==> src/hw/rtl/htpd_pkg.sv <==
`timescale 1ns / 1ps
`default_nettype none
// Shared widths, codes, constants and types of the heading turn PID drive.
package htpd_pkg;

    localparam int HEADING_W  = 12;
    localparam int TIME_W     = 32;
    localparam int ERR_W      = 12;
    localparam int MAG_W      = 11;
    localparam int DT_W       = 9;
    localparam int INTEG_W    = 24;
    localparam int GAIN_W     = 16;
    localparam int PWM_W      = 8;
    localparam int DIR_W      = 2;
    localparam int MUL_A_W    = 32;
    localparam int MUL_B_W    = 22;
    localparam int PROD_W     = 50;
    localparam int NUM_W      = 50;
    localparam int ABS_W      = 49;
    localparam int DEN_W      = 31;
    localparam int QUOT_W     = 8;
    localparam int BIT_W      = 3;
    localparam int OP_W       = 4;
    localparam int CFG_IDX_W  = 4;
    localparam int CFG_DATA_W = 16;

    // Time step window in ms
    localparam logic [DT_W-1:0] DT_MIN_MS = 9'd10;
    localparam logic [DT_W-1:0] DT_MAX_MS = 9'd500;

    // Integral bound: 300 degree-seconds in tenth-degree * ms
    localparam logic signed [INTEG_W-1:0] INTEG_LIMIT = 24'sd3000000;

    // Heading wrap in tenths
    localparam logic signed [ERR_W:0]   WRAP_HALF = 13'sd1800;
    localparam logic signed [ERR_W:0]   WRAP_FULL = 13'sd3600;
    localparam logic signed [ERR_W-1:0] ERR_LIMIT = 12'sd1800;

    // Scale factors of the fixed-point PID sum
    localparam logic [MUL_B_W-1:0] K_MS  = 22'd1000;
    localparam logic [MUL_B_W-1:0] K_US  = 22'd1000000;
    localparam logic [MUL_B_W-1:0] K_DEN = 22'd2560000;

    localparam logic [PWM_W-1:0] STRONG_CEILING = 8'd255;

    localparam logic [DIR_W-1:0] DIR_STOP  = 2'd0;
    localparam logic [DIR_W-1:0] DIR_RIGHT = 2'd1;
    localparam logic [DIR_W-1:0] DIR_LEFT  = 2'd2;

    localparam logic [CFG_IDX_W-1:0] REG_GAIN_P       = 4'd0;
    localparam logic [CFG_IDX_W-1:0] REG_GAIN_I       = 4'd1;
    localparam logic [CFG_IDX_W-1:0] REG_GAIN_D       = 4'd2;
    localparam logic [CFG_IDX_W-1:0] REG_DEADBAND     = 4'd3;
    localparam logic [CFG_IDX_W-1:0] REG_STRONG_ZONE  = 4'd4;
    localparam logic [CFG_IDX_W-1:0] REG_FINE_FLOOR   = 4'd5;
    localparam logic [CFG_IDX_W-1:0] REG_FINE_CEILING = 4'd6;
    localparam logic [CFG_IDX_W-1:0] REG_STRONG_FLOOR = 4'd7;

    // Datapath operations, one per controller step
    localparam logic [OP_W-1:0] OP_IDLE     = 4'd0;
    localparam logic [OP_W-1:0] OP_LATCH    = 4'd1;
    localparam logic [OP_W-1:0] OP_ERR      = 4'd2;
    localparam logic [OP_W-1:0] OP_DT       = 4'd3;
    localparam logic [OP_W-1:0] OP_ERR_DT   = 4'd4;
    localparam logic [OP_W-1:0] OP_SCALE_MS = 4'd5;
    localparam logic [OP_W-1:0] OP_TERM_P   = 4'd6;
    localparam logic [OP_W-1:0] OP_INTEG_DT = 4'd7;
    localparam logic [OP_W-1:0] OP_TERM_I   = 4'd8;
    localparam logic [OP_W-1:0] OP_DIFF     = 4'd9;
    localparam logic [OP_W-1:0] OP_SCALE_US = 4'd10;
    localparam logic [OP_W-1:0] OP_DEN      = 4'd11;
    localparam logic [OP_W-1:0] OP_MAG      = 4'd12;
    localparam logic [OP_W-1:0] OP_SAT      = 4'd13;
    localparam logic [OP_W-1:0] OP_DIV      = 4'd14;
    localparam logic [OP_W-1:0] OP_CLAMP    = 4'd15;

    typedef struct packed {
        logic [GAIN_W-1:0] gain_p;
        logic [GAIN_W-1:0] gain_i;
        logic [GAIN_W-1:0] gain_d;
        logic [MAG_W-1:0]  deadband_tenths;
        logic [MAG_W-1:0]  strong_zone_tenths;
        logic [PWM_W-1:0]  fine_floor;
        logic [PWM_W-1:0]  fine_ceiling;
        logic [PWM_W-1:0]  strong_floor;
    } t_cfg;

    localparam t_cfg CFG_RESET = '{
        gain_p:             16'd768,
        gain_i:             16'd26,
        gain_d:             16'd0,
        deadband_tenths:    11'd80,
        strong_zone_tenths: 11'd400,
        fine_floor:         8'd110,
        fine_ceiling:       8'd130,
        strong_floor:       8'd180
    };

    typedef struct packed {
        logic [OP_W-1:0]  op;
        logic [BIT_W-1:0] div_bit;
        logic             load_out;
    } t_cmd;

    typedef struct packed {
        logic in_deadband;
        logic quot_sat;
    } t_sts;

endpackage
`default_nettype wire

==> src/hw/rtl/htpd_if.sv <==
`timescale 1ns / 1ps
`default_nettype none
// Valid/ready channels: control step in, drive result out.
interface htpd_in_if;
    import htpd_pkg::*;
    logic                 valid;
    logic                 ready;
    logic [HEADING_W-1:0] target_heading;
    logic [HEADING_W-1:0] measured_heading;
    logic [TIME_W-1:0]    now_ms;
    logic                 restart;

    modport source (output valid, output target_heading, output measured_heading,
                    output now_ms, output restart, input ready);
    modport sink   (input valid, input target_heading, input measured_heading,
                    input now_ms, input restart, output ready);
endinterface

interface htpd_out_if;
    import htpd_pkg::*;
    logic                    valid;
    logic                    ready;
    logic [PWM_W-1:0]        drive_pwm;
    logic [DIR_W-1:0]        turn_dir;
    logic signed [ERR_W-1:0] wrapped_error;

    modport source (output valid, output drive_pwm, output turn_dir,
                    output wrapped_error, input ready);
    modport sink   (input valid, input drive_pwm, input turn_dir,
                    input wrapped_error, output ready);
endinterface
`default_nettype wire

==> src/hw/rtl/htpd_dp.sv <==
`timescale 1ns / 1ps
`default_nettype none
// Datapath: error wrap, PID state, shared multiplier, quotient and PWM window.
module htpd_dp (
    input  wire logic                         i_clk,
    input  wire logic                         i_rst_n,
    input  wire htpd_pkg::t_cfg               i_cfg,
    input  wire htpd_pkg::t_cmd               i_cmd,
    output htpd_pkg::t_sts                    o_sts,
    input  wire logic [htpd_pkg::HEADING_W-1:0] i_target_heading,
    input  wire logic [htpd_pkg::HEADING_W-1:0] i_measured_heading,
    input  wire logic [htpd_pkg::TIME_W-1:0]  i_now_ms,
    input  wire logic                         i_restart,
    output logic [htpd_pkg::PWM_W-1:0]        o_drive_pwm,
    output logic [htpd_pkg::DIR_W-1:0]        o_turn_dir,
    output logic signed [htpd_pkg::ERR_W-1:0] o_wrapped_error
);
    import htpd_pkg::*;

    // Latched step
    logic [HEADING_W-1:0] r_tgt;
    logic [HEADING_W-1:0] r_meas;
    logic [TIME_W-1:0]    r_now;
    logic                 r_restart;

    // Controller history
    logic signed [INTEG_W-1:0] r_integral;
    logic signed [ERR_W-1:0]   r_prev_err;
    logic [TIME_W-1:0]         r_prev_time;

    // Working registers
    logic signed [ERR_W-1:0]  r_err;
    logic [DT_W-1:0]          r_dt;
    logic signed [PROD_W-1:0] r_prod;
    logic signed [NUM_W-1:0]  r_num;
    logic [ABS_W-1:0]         r_mag;
    logic [DEN_W-1:0]         r_den;
    logic [ABS_W-1:0]         r_rem;
    logic [QUOT_W-1:0]        r_quot;
    logic                     r_quot_sat;
    logic [PWM_W-1:0]         r_pwm;
    logic [DIR_W-1:0]         r_dir;

    logic signed [ERR_W:0]           head_diff;
    logic signed [ERR_W:0]           head_wrap;
    logic signed [ERR_W-1:0]         err_abs;
    logic [MAG_W-1:0]                mag_err;
    logic                            in_deadband;
    logic [TIME_W-1:0]               elapsed;
    logic [DT_W-1:0]                 dt_clamped;
    logic signed [INTEG_W:0]         integ_sum;
    logic signed [INTEG_W-1:0]       integ_clamped;
    logic signed [ERR_W:0]           err_step;
    logic signed [MUL_A_W-1:0]       mul_a;
    logic [MUL_B_W-1:0]              mul_b;
    logic                            mul_en;
    logic signed [MUL_A_W+MUL_B_W:0] mul_full;
    logic signed [NUM_W-1:0]         num_abs;
    logic [ABS_W-1:0]                den_top;
    logic                            quot_sat;
    logic [ABS_W-1:0]                den_shift;
    logic                            zone_strong;
    logic [PWM_W-1:0]                win_lo;
    logic [PWM_W-1:0]                win_hi;
    logic [PWM_W-1:0]                pwm_clamped;
    logic [DIR_W-1:0]                dir_next;

    // Wrap target minus measured once into plus or minus 180 degrees
    always_comb begin
        head_diff = $signed({1'b0, r_tgt}) - $signed({1'b0, r_meas});
        if (head_diff > WRAP_HALF) begin
            head_wrap = head_diff - WRAP_FULL;
        end else if (head_diff < -WRAP_HALF) begin
            head_wrap = head_diff + WRAP_FULL;
        end else begin
            head_wrap = head_diff;
        end
    end

    assign err_abs     = r_err[ERR_W-1] ? -r_err : r_err;
    assign mag_err     = err_abs[MAG_W-1:0];
    assign in_deadband = (mag_err <= i_cfg.deadband_tenths);

    // Elapsed time modulo 2^32, clamped to the step window
    always_comb begin
        elapsed = r_now - r_prev_time;
        if (elapsed < TIME_W'(DT_MIN_MS)) begin
            dt_clamped = DT_MIN_MS;
        end else if (elapsed > TIME_W'(DT_MAX_MS)) begin
            dt_clamped = DT_MAX_MS;
        end else begin
            dt_clamped = elapsed[DT_W-1:0];
        end
    end

    // Integral update; r_prod holds err * dt at this point
    always_comb begin
        integ_sum = $signed({r_integral[INTEG_W-1], r_integral}) + $signed(r_prod[INTEG_W:0]);
        if (integ_sum > (INTEG_W+1)'(INTEG_LIMIT)) begin
            integ_clamped = INTEG_LIMIT;
        end else if (integ_sum < -((INTEG_W+1)'(INTEG_LIMIT))) begin
            integ_clamped = -INTEG_LIMIT;
        end else begin
            integ_clamped = integ_sum[INTEG_W-1:0];
        end
    end

    assign err_step = (ERR_W+1)'(r_err) - (ERR_W+1)'(r_prev_err);

    // Shared multiplier operand select
    always_comb begin
        mul_a = '0;
        mul_b = '0;
        case (i_cmd.op)
            OP_ERR_DT: begin
                mul_a = MUL_A_W'(r_err);
                mul_b = MUL_B_W'(r_dt);
            end
            OP_SCALE_MS: begin
                mul_a = r_prod[MUL_A_W-1:0];
                mul_b = K_MS;
            end
            OP_TERM_P: begin
                mul_a = r_prod[MUL_A_W-1:0];
                mul_b = MUL_B_W'(i_cfg.gain_p);
            end
            OP_INTEG_DT: begin
                mul_a = MUL_A_W'(r_integral);
                mul_b = MUL_B_W'(r_dt);
            end
            OP_TERM_I: begin
                mul_a = r_prod[MUL_A_W-1:0];
                mul_b = MUL_B_W'(i_cfg.gain_i);
            end
            OP_DIFF: begin
                mul_a = MUL_A_W'(err_step);
                mul_b = MUL_B_W'(i_cfg.gain_d);
            end
            OP_SCALE_US: begin
                mul_a = r_prod[MUL_A_W-1:0];
                mul_b = K_US;
            end
            OP_DEN: begin
                mul_a = MUL_A_W'(r_dt);
                mul_b = K_DEN;
            end
            default: begin
                mul_a = '0;
                mul_b = '0;
            end
        endcase
    end

    assign mul_en   = i_cmd.op inside {[OP_ERR_DT:OP_DEN]};
    assign mul_full = mul_a * $signed({1'b0, mul_b});

    assign num_abs   = r_num[NUM_W-1] ? -r_num : r_num;
    assign den_top   = ABS_W'({r_den, {QUOT_W{1'b0}}});
    assign quot_sat  = (r_mag >= den_top);
    assign den_shift = ABS_W'(r_den) << i_cmd.div_bit;

    // PWM window; a floor above the ceiling wins only for a quotient below the floor, else the ceiling wins
    always_comb begin
        zone_strong = (mag_err >= i_cfg.strong_zone_tenths);
        win_lo = zone_strong ? i_cfg.strong_floor : i_cfg.fine_floor;
        win_hi = zone_strong ? STRONG_CEILING : i_cfg.fine_ceiling;
        if (!r_quot_sat && (r_quot < win_lo)) begin
            pwm_clamped = win_lo;
        end else if (r_quot_sat || (r_quot > win_hi)) begin
            pwm_clamped = win_hi;
        end else begin
            pwm_clamped = r_quot;
        end
        dir_next = (r_err > 12'sd0) ? DIR_RIGHT : DIR_LEFT;
    end

    assign o_sts.in_deadband = in_deadband;
    assign o_sts.quot_sat    = quot_sat;

    // History kept across steps
    always_ff @(posedge i_clk) begin
        if (!i_rst_n) begin
            r_integral  <= '0;
            r_prev_err  <= '0;
            r_prev_time <= '0;
        end else begin
            case (i_cmd.op)
                OP_ERR: begin
                    if (r_restart) begin
                        r_integral  <= '0;
                        r_prev_err  <= '0;
                        r_prev_time <= r_now;
                    end
                end
                OP_DT: begin
                    if (in_deadband) begin
                        r_integral <= '0;
                    end else begin
                        r_prev_time <= r_now;
                    end
                end
                OP_SCALE_MS: r_integral <= integ_clamped;
                OP_DIFF:     r_prev_err <= r_err;
                default: ;
            endcase
        end
    end

    // Working registers
    always_ff @(posedge i_clk) begin
        if (mul_en) begin
            r_prod <= mul_full[PROD_W-1:0];
        end
        case (i_cmd.op)
            OP_LATCH: begin
                r_tgt     <= i_target_heading;
                r_meas    <= i_measured_heading;
                r_now     <= i_now_ms;
                r_restart <= i_restart;
            end
            OP_ERR: r_err <= head_wrap[ERR_W-1:0];
            OP_DT: begin
                r_dt  <= dt_clamped;
                r_pwm <= '0;
                r_dir <= DIR_STOP;
            end
            OP_INTEG_DT: r_num <= r_prod;
            OP_DIFF:     r_num <= r_num + r_prod;
            OP_DEN:      r_num <= r_num + r_prod;
            OP_MAG: begin
                r_den <= r_prod[DEN_W-1:0];
                r_mag <= num_abs[ABS_W-1:0];
            end
            OP_SAT: begin
                r_rem      <= r_mag;
                r_quot     <= '0;
                r_quot_sat <= quot_sat;
            end
            OP_DIV: begin
                if (r_rem >= den_shift) begin
                    r_rem                 <= r_rem - den_shift;
                    r_quot[i_cmd.div_bit] <= 1'b1;
                end
            end
            OP_CLAMP: begin
                r_pwm <= pwm_clamped;
                r_dir <= dir_next;
            end
            default: ;
        endcase
        if (i_cmd.load_out) begin
            o_drive_pwm     <= r_pwm;
            o_turn_dir      <= r_dir;
            o_wrapped_error <= r_err;
        end
    end

`ifndef SYNTHESIS
    a_integ_bound: assert property (@(posedge i_clk) disable iff (!i_rst_n)
        (r_integral <= INTEG_LIMIT) && (r_integral >= -INTEG_LIMIT))
        else $error("integral outside its bound");

    a_prev_err_range: assert property (@(posedge i_clk) disable iff (!i_rst_n)
        (r_prev_err <= ERR_LIMIT) && (r_prev_err >= -ERR_LIMIT))
        else $error("stored error outside the wrap range");

    a_div_remainder: assert property (@(posedge i_clk) disable iff (!i_rst_n)
        (i_cmd.op == OP_DIV) |-> (r_rem < (ABS_W'({r_den, 1'b0}) << i_cmd.div_bit)))
        else $error("quotient step with remainder too large");
`endif

endmodule
`default_nettype wire

==> src/hw/rtl/htpd_ctrl.sv <==
`timescale 1ns / 1ps
`default_nettype none
// Controller: sequences one control step through the datapath.
module htpd_ctrl (
    input  wire logic           i_clk,
    input  wire logic           i_rst_n,
    input  wire logic           i_in_valid,
    output logic                o_in_ready,
    output logic                o_out_valid,
    input  wire logic           i_out_ready,
    input  wire htpd_pkg::t_sts i_sts,
    output htpd_pkg::t_cmd      o_cmd
);
    import htpd_pkg::*;

    localparam logic [3:0] S_IDLE     = 4'd0;
    localparam logic [3:0] S_ERR      = 4'd1;
    localparam logic [3:0] S_DT       = 4'd2;
    localparam logic [3:0] S_ERR_DT   = 4'd3;
    localparam logic [3:0] S_SCALE_MS = 4'd4;
    localparam logic [3:0] S_TERM_P   = 4'd5;
    localparam logic [3:0] S_INTEG_DT = 4'd6;
    localparam logic [3:0] S_TERM_I   = 4'd7;
    localparam logic [3:0] S_DIFF     = 4'd8;
    localparam logic [3:0] S_SCALE_US = 4'd9;
    localparam logic [3:0] S_DEN      = 4'd10;
    localparam logic [3:0] S_MAG      = 4'd11;
    localparam logic [3:0] S_SAT      = 4'd12;
    localparam logic [3:0] S_DIV      = 4'd13;
    localparam logic [3:0] S_CLAMP    = 4'd14;
    localparam logic [3:0] S_DONE     = 4'd15;

    logic [3:0]       r_state;
    logic [3:0]       n_state;
    logic [BIT_W-1:0] r_bit;
    logic [BIT_W-1:0] n_bit;
    logic             r_out_valid;
    logic             n_out_valid;

    always_comb begin
        n_state        = r_state;
        n_bit          = r_bit;
        o_cmd.op       = OP_IDLE;
        o_cmd.div_bit  = r_bit;
        o_cmd.load_out = 1'b0;
        case (r_state)
            S_IDLE: begin
                if (i_in_valid) begin
                    o_cmd.op = OP_LATCH;
                    n_state  = S_ERR;
                end
            end
            S_ERR: begin
                o_cmd.op = OP_ERR;
                n_state  = S_DT;
            end
            S_DT: begin
                o_cmd.op = OP_DT;
                n_state  = i_sts.in_deadband ? S_DONE : S_ERR_DT;
            end
            S_ERR_DT: begin
                o_cmd.op = OP_ERR_DT;
                n_state  = S_SCALE_MS;
            end
            S_SCALE_MS: begin
                o_cmd.op = OP_SCALE_MS;
                n_state  = S_TERM_P;
            end
            S_TERM_P: begin
                o_cmd.op = OP_TERM_P;
                n_state  = S_INTEG_DT;
            end
            S_INTEG_DT: begin
                o_cmd.op = OP_INTEG_DT;
                n_state  = S_TERM_I;
            end
            S_TERM_I: begin
                o_cmd.op = OP_TERM_I;
                n_state  = S_DIFF;
            end
            S_DIFF: begin
                o_cmd.op = OP_DIFF;
                n_state  = S_SCALE_US;
            end
            S_SCALE_US: begin
                o_cmd.op = OP_SCALE_US;
                n_state  = S_DEN;
            end
            S_DEN: begin
                o_cmd.op = OP_DEN;
                n_state  = S_MAG;
            end
            S_MAG: begin
                o_cmd.op = OP_MAG;
                n_state  = S_SAT;
            end
            S_SAT: begin
                o_cmd.op = OP_SAT;
                if (i_sts.quot_sat) begin
                    n_state = S_CLAMP;
                end else begin
                    n_state = S_DIV;
                    n_bit   = '1;
                end
            end
            S_DIV: begin
                o_cmd.op = OP_DIV;
                if (r_bit == '0) begin
                    n_state = S_CLAMP;
                end else begin
                    n_bit = r_bit - 1'b1;
                end
            end
            S_CLAMP: begin
                o_cmd.op = OP_CLAMP;
                n_state  = S_DONE;
            end
            S_DONE: begin
                if (!r_out_valid || i_out_ready) begin
                    o_cmd.load_out = 1'b1;
                    n_state        = S_IDLE;
                end
            end
            default: n_state = S_IDLE;
        endcase
    end

    always_comb begin
        if (o_cmd.load_out) begin
            n_out_valid = 1'b1;
        end else if (i_out_ready) begin
            n_out_valid = 1'b0;
        end else begin
            n_out_valid = r_out_valid;
        end
    end

    always_ff @(posedge i_clk) begin
        if (!i_rst_n) begin
            r_state     <= S_IDLE;
            r_bit       <= '0;
            r_out_valid <= 1'b0;
        end else begin
            r_state     <= n_state;
            r_bit       <= n_bit;
            r_out_valid <= n_out_valid;
        end
    end

    assign o_in_ready  = (r_state == S_IDLE);
    assign o_out_valid = r_out_valid;

`ifndef SYNTHESIS
    a_deadband_exit: assert property (@(posedge i_clk) disable iff (!i_rst_n)
        (r_state == S_DT && i_sts.in_deadband) |=> (r_state == S_DONE))
        else $error("deadband step did not go straight to the result");

    a_result_held: assert property (@(posedge i_clk) disable iff (!i_rst_n)
        (r_state == S_DONE && r_out_valid && !i_out_ready) |=> (r_state == S_DONE))
        else $error("new result would overwrite a pending one");
`endif

endmodule
`default_nettype wire

==> src/hw/rtl/heading_turn_pid_drive.sv <==
`timescale 1ns / 1ps
`default_nettype none
// Top level of the heading turn PID drive: configuration registers, controller, datapath.
//
// One control step is taken per transfer on i_item and answered by exactly one transfer on
// o_result. A step outside the deadband first runs the single shared 32x22 multiplier
// (error times dt, the three PID terms and the divisor), then eight restoring steps of the
// PWM quotient, one bit a cycle. When the quotient reaches 256 or more the quotient steps
// are skipped, and a step inside the deadband skips both and goes straight to the result.
// The result waits in an output register; if it has not been taken when the next result is
// ready, the controller holds until it is. Configuration registers are written with i_cfg_we,
// i_cfg_idx and i_cfg_data; write them only while no step is in flight. Indexes beyond the
// register list are dropped, and wide data is truncated to each register's width.
module heading_turn_pid_drive (
    input  wire logic                            i_clk,
    input  wire logic                            i_rst_n,
    htpd_in_if.sink                              i_item,
    htpd_out_if.source                           o_result,
    input  wire logic                            i_cfg_we,
    input  wire logic [htpd_pkg::CFG_IDX_W-1:0]  i_cfg_idx,
    input  wire logic [htpd_pkg::CFG_DATA_W-1:0] i_cfg_data
);
    import htpd_pkg::*;

    t_cfg r_cfg;
    t_cmd cmd;
    t_sts sts;

    // Register file: each write to a listed index lands in one field, truncated to its width
    always_ff @(posedge i_clk) begin
        if (!i_rst_n) begin
            r_cfg <= CFG_RESET;
        end else if (i_cfg_we) begin
            case (i_cfg_idx)
                REG_GAIN_P:       r_cfg.gain_p             <= i_cfg_data;
                REG_GAIN_I:       r_cfg.gain_i             <= i_cfg_data;
                REG_GAIN_D:       r_cfg.gain_d             <= i_cfg_data;
                REG_DEADBAND:     r_cfg.deadband_tenths    <= i_cfg_data[MAG_W-1:0];
                REG_STRONG_ZONE:  r_cfg.strong_zone_tenths <= i_cfg_data[MAG_W-1:0];
                REG_FINE_FLOOR:   r_cfg.fine_floor         <= i_cfg_data[PWM_W-1:0];
                REG_FINE_CEILING: r_cfg.fine_ceiling       <= i_cfg_data[PWM_W-1:0];
                REG_STRONG_FLOOR: r_cfg.strong_floor       <= i_cfg_data[PWM_W-1:0];
                default: ;
            endcase
        end
    end

    // Step sequencer: takes a transfer only when idle, holds a pending result
    htpd_ctrl u_ctrl (
        .i_clk       (i_clk),
        .i_rst_n     (i_rst_n),
        .i_in_valid  (i_item.valid),
        .o_in_ready  (i_item.ready),
        .o_out_valid (o_result.valid),
        .i_out_ready (o_result.ready),
        .i_sts       (sts),
        .o_cmd       (cmd)
    );

    // Arithmetic and PID history; the output register lives here
    htpd_dp u_dp (
        .i_clk              (i_clk),
        .i_rst_n            (i_rst_n),
        .i_cfg              (r_cfg),
        .i_cmd              (cmd),
        .o_sts              (sts),
        .i_target_heading   (i_item.target_heading),
        .i_measured_heading (i_item.measured_heading),
        .i_now_ms           (i_item.now_ms),
        .i_restart          (i_item.restart),
        .o_drive_pwm        (o_result.drive_pwm),
        .o_turn_dir         (o_result.turn_dir),
        .o_wrapped_error    (o_result.wrapped_error)
    );

endmodule
`default_nettype wire
==> src/flat_wrapper.sv <==
// flat-port wrapper written by rule: the top's interface ports become plain ports
module heading_turn_pid_drive_flat import htpd_pkg::*;
  (i_clk, i_rst_n, i_cfg_we, i_cfg_idx, i_cfg_data, i_item_valid, i_item_target_heading, i_item_measured_heading, i_item_now_ms, i_item_restart, i_item_ready, o_result_valid, o_result_drive_pwm, o_result_turn_dir, o_result_wrapped_error, o_result_ready);
  htpd_in_if i_item_i ();
  htpd_out_if o_result_i ();
  input  wire logic i_clk;
  input  wire logic i_rst_n;
  input  wire logic i_cfg_we;
  input  wire logic [htpd_pkg::CFG_IDX_W-1:0] i_cfg_idx;
  input  wire logic [htpd_pkg::CFG_DATA_W-1:0] i_cfg_data;
  input wire logic [$bits(i_item_i.valid)-1:0] i_item_valid;
  input wire logic [$bits(i_item_i.target_heading)-1:0] i_item_target_heading;
  input wire logic [$bits(i_item_i.measured_heading)-1:0] i_item_measured_heading;
  input wire logic [$bits(i_item_i.now_ms)-1:0] i_item_now_ms;
  input wire logic [$bits(i_item_i.restart)-1:0] i_item_restart;
  output wire logic [$bits(i_item_i.ready)-1:0] i_item_ready;
  output wire logic [$bits(o_result_i.valid)-1:0] o_result_valid;
  output wire logic [$bits(o_result_i.drive_pwm)-1:0] o_result_drive_pwm;
  output wire logic [$bits(o_result_i.turn_dir)-1:0] o_result_turn_dir;
  output wire logic [$bits(o_result_i.wrapped_error)-1:0] o_result_wrapped_error;
  input wire logic [$bits(o_result_i.ready)-1:0] o_result_ready;
  assign i_item_i.valid = i_item_valid;
  assign i_item_i.target_heading = i_item_target_heading;
  assign i_item_i.measured_heading = i_item_measured_heading;
  assign i_item_i.now_ms = i_item_now_ms;
  assign i_item_i.restart = i_item_restart;
  assign i_item_ready = i_item_i.ready;
  assign o_result_valid = o_result_i.valid;
  assign o_result_drive_pwm = o_result_i.drive_pwm;
  assign o_result_turn_dir = o_result_i.turn_dir;
  assign o_result_wrapped_error = o_result_i.wrapped_error;
  assign o_result_i.ready = o_result_ready;
  heading_turn_pid_drive u_core (.i_clk(i_clk), .i_rst_n(i_rst_n), .i_item(i_item_i), .o_result(o_result_i), .i_cfg_we(i_cfg_we), .i_cfg_idx(i_cfg_idx), .i_cfg_data(i_cfg_data));
endmodule
==> config.mk <==
export PLATFORM = sky130hd
export DESIGN_NAME = heading_turn_pid_drive_flat
export DESIGN_NICKNAME = d
export VERILOG_FILES = /design/src/hw/rtl/htpd_pkg.sv /design/src/hw/rtl/htpd_if.sv /design/src/hw/rtl/htpd_dp.sv /design/src/hw/rtl/htpd_ctrl.sv /design/src/hw/rtl/heading_turn_pid_drive.sv /design/src/flat_wrapper.sv
export SDC_FILE = /design/constraint.sdc
export NUM_CORES = 2
export LEC_CHECK = 0
export BUFFER_PORTS_ARGS = -buffer_cell sky130_fd_sc_hd__buf_2
export CAP_MARGIN = 20
export CORE_ASPECT_RATIO = 0.75
export CORE_MARGIN = 2
export CORE_UTILIZATION = 45
export CTS_CLUSTER_SIZE = 24
export DETAILED_ROUTE_END_ITERATION = 12
export GPL_TIMING_DRIVEN = 0
export PLACE_DENSITY = 0.65
export SYNTH_ARGS = -nofsm -noshare
export SYNTH_HDL_FRONTEND = slang
export SYNTH_SLANG_ARGS = --single-unit
==> constraint.sdc <==
create_clock -name i_clk -period 22.2 [get_ports i_clk]
set_clock_uncertainty 0.05 [all_clocks]
set_input_delay 6.66 -clock i_clk [delete_from_list [all_inputs] [get_ports i_clk]]
set_output_delay 6.66 -clock i_clk [all_outputs]
set_load 0.02 [all_outputs]
==> key figures <==
Clock tree
  • Deepest clock path buffer count: 3
  • Clk sink count: 518
  • Worst skew pair latency: 0.67 ns
  • Root Buffer: clkbuf_16
  • CTS tree: yes
  • H-tree depth: 2
  • Post-cts sizing count: 0
  • Reg clk slew, reported paths: 0.06 ns
  • Post-CTS Setup Inserts: 0
  • Cts bufs inserted: 58
  • Hold Buf Count CTS: 0

STA
  • Max-slew violations: 0
  • Smallest hold slack: 0.369 ns
  • Total negative setup slack: 0 ns
  • Final min period: 18.22 ns
  • Worst setup margin: 3.98 ns
  • Fmax: 54.9 MHz
  • Worst slew pin tran: 1.48 ns
  • Setup-failing EPs final: 0
  • Slew HR: 0.0109
  • Final Cycle Share: 0.821
  • RSZ-0062 raised after global routing: false
  • Fin. Hold Viols: 0

Layout
  • Total Nets Final: 7,357
  • Area Growth Syn to Fin: 8.76%
  • Share of layout cells above drive strength 1: 0.0465
  • Fillcell total: 11,534

Synthesis
  • Post-Syn Nets: 7,175
  • Register area share after synthesis: 0.250
  • Post-synth top area share: 0.233
  • Ys flop type: edfxtp_1
  • Top cells by area, synth: fa_1, edfxtp_1, ha_1, inv_1, dfxtp_1
  • Most frequent cell after synthesis: inv_1
  • Commonest cells post-synth: inv_1, nand2_1, fa_1, nor2_1, ha_1
  • #FFs+latches synth: 518
  • Yosys cell types: 96
  • Post-synth EDFFs: 348
  • Synth async-reset ratio: 0
  • Post-Syn Area: 55,500 sq um
  • Ys Warns: 0
  • Synth area leader: fa_1
  • Avg Inst Size Synth: 9.15 sq um
  • Syn Inst Count: 6,064

Setup path
  • Worst path bufs/invs: 8
  • Reg-to-Reg Start: u_core.u_dp.r_err[0]$_DFFE_PN_
  • CP max stage cell: a222oi_1
  • Cell family with most CP delay: adder cells
  • R2R Setup Slk: 8.81 ns
  • Required time worst endpoint: 22.60 ns
  • FF-to-FF path depth: 34
  • Setup Crit Path Kind: in2reg
  • CP Launch Type: input pin
  • CP endpoint kind: register
  • Slowest Stage Delay on Critical Path: 1.20 ns
  • R2R Path End: u_core.u_dp.r_prod[49]$_DFFE_PP_
  • CP max FO: 10
  • Crit path top cell by count: fa_1
  • CP Data Arrival Time: 18.62 ns

Global routing
  • First-pass GRT wire length: 274,000 um
  • Vias in the first global route: 44,869
  • Global route overflow: 0
  • Global Route Usage Sum: 0.285
  • Largest net degree at the start of global routing: 51
  • Initial antenna violation count: 3

Drt
  • DR pass1 iterations: 8
  • Met1 Wirelength: 78,200 um
  • Routed Antenna Nets: 0
  • Met3 wire len: 24,100 um
  • Vias: 45,328
  • Via density: 5.71
  • WL/cell: 22.5 um
  • Iter 0 DRT Violations: 4,963
  • Met2 routed WL: 70,500 um
  • Final WL: 178,000 um
  • Max layer used: met4
  • DR DRC count: 0

Worst hold path
  • Hold_sp: u_core.u_dp.r_pwm[1]$_SDFFCE_PN0P_
  • Worst Hold Depth: 0
  • Hold WC Path Type: reg2reg
  • Hold EP: u_core.u_dp.o_drive_pwm[1]$_DFFE_PP_

Floorplanning
  • CORE AREA: 122,000 sq um
  • Die Y: 308 um
  • Total Die Area: 126,000 sq um
  • Die Wd: 409 um
  • Io pins: 106
  • Effective utilization at floorplan: 0.454
  • Rows: 111

Placement
  • Setup WS pre-CTS: 3.51 ns
  • Post-DP HPWL: 147,000 um
  • PortBufs: 94
  • Placer Congestion: 1.00

Status
  • Status: complete, no violations

Pwr
  • Total Power: 5.85 mW
  • P per Cell Area: 97.0 nW/um^2
  • Peak supply drop: 0.0759 mV
  • Leakage dissipation: 26.1 nW

Flow run
  • Maxcap violations: 0
## registers in the layout, indices dropped and copies added (netlist names), 3 cells and up
register,cells
u_core.u_dp.r_tgt,12
u_core.u_dp.r_dt,9
u_core.u_dp.r_quot,8
u_core.u_ctrl.r_state,4
u_core.u_dp.r_num,50
u_core.u_dp.o_drive_pwm,8
u_core.u_dp.r_prev_err,12
u_core.u_dp.r_pwm,8
u_core.r_cfg,94
u_core.u_dp.r_mag,49
u_core.u_dp.r_now,32
u_core.u_ctrl.r_bit,3
u_core.u_dp.r_err,12
u_core.u_dp.r_prod,50
u_core.u_dp.r_rem,49
u_core.u_dp.o_wrapped_error,12
u_core.u_dp.r_den,31
u_core.u_dp.r_prev_time,32
u_core.u_dp.r_meas,12
u_core.u_dp.r_integral,24
## cell type report
| cell class | count | area [sq um] | share of cell area |
|---|---|---|---|
| antenna | 1 | 2.50 | 0.0000415 |
| buffer | 247 | 928 | 0.0154 |
| clock buffer | 71 | 1560 | 0.0259 |
| clock inverter | 39 | 414 | 0.00686 |
| inverter | 962 | 3610 | 0.0598 |
| multi-input combinational | 4337 | 37100 | 0.616 |
| sequential | 518 | 13900 | 0.230 |
| tap | 1638 | 2050 | 0.0340 |
| timing repair buffer | 122 | 779 | 0.0129 |
## cell usage in the layout (no fill, tap or decap), types with 26 or more instances in the layout
master / instances
nor4_1: 26
fa_1: 647
clkbuf_1: 234
nand3_1: 77
a221o_1: 36
and2_1: 32
a211oi_1: 33
o31ai_1: 34
xor2_1: 74
buf_2: 101
inv_1: 960
clkbuf_16: 60
a21o_1: 131
nor2b_1: 38
a22oi_1: 33
xnor2_1: 173
or3_1: 40
o21ai_0: 229
o21a_1: 48
nor2_1: 457
nand2b_1: 51
a21oi_1: 314
mux4_2: 26
nor3_1: 66
and3_1: 31
nand4_1: 42
o211ai_1: 35
o21bai_1: 27
ha_1: 381
nand2_1: 824
mux2i_1: 119
a221oi_1: 31
dfxtp_1: 170
edfxtp_1: 348
## power by group
group          leakage, nW  switching [mW]  internal (mW)
clock                0.976           0.435          0.576
sequential            4.57           0.236           1.29
combinational         20.6            2.20           1.12
## through the flow
stage          instance area (sq um)  instances  utilization
2_1_floorplan                  55500       6064            -
3_3_place_gp                   58000       7796        0.475
3_5_place_dp                   58300       7819        0.477
4_1_cts                        60300       7929        0.493
5_1_grt                        60300       7934        0.494
6_report                       60300       7935        0.494
## per-layer routing
metal | vias to the layer above | global-route usage
met4 | 0 | 0.0818
li1 | 20624 | -
met1 | 22163 | 0.413
met5 | - | 0
met2 | 2235 | 0.396
met3 | 306 | 0.103
## worst max-delay path by stage
stage                  from                               end  cells past startpoint  slack, ns
6_report       i_item_valid  u_core.u_dp.r_prod[49]$_DFFE_PP_                     29       3.98
5_1_grt        i_item_valid  u_core.u_dp.r_prod[49]$_DFFE_PP_                     29       3.77
4_1_cts        i_item_valid  u_core.u_dp.r_prod[49]$_DFFE_PP_                     32       4.18
3_5_place_dp   i_item_valid  u_core.u_dp.r_prod[49]$_DFFE_PP_                     32       3.51
3_3_place_gp   i_item_valid  u_core.u_dp.r_prod[44]$_DFFE_PP_                     31       3.29
2_1_floorplan  i_item_valid  u_core.u_dp.r_prod[44]$_DFFE_PP_                     31       7.15
## kinds of logic (layout without fill, tap and decap cells)
family	after synthesis	count (layout)	share of synthesized area
AO/OA/AOI/OAI	1142	1142	0.136
XOR/XNOR	247	247	0.0390
adder cells (fa/ha/maj)	1029	1029	0.320
buffers and inverters	1209	1441	0.0818
flip-flops	518	518	0.250
multiplexers	147	147	0.0324
other	0	1	0
AND/OR/NAND/NOR	1772	1772	0.142
Note: power is estimated with default switching activity, not from simulation.
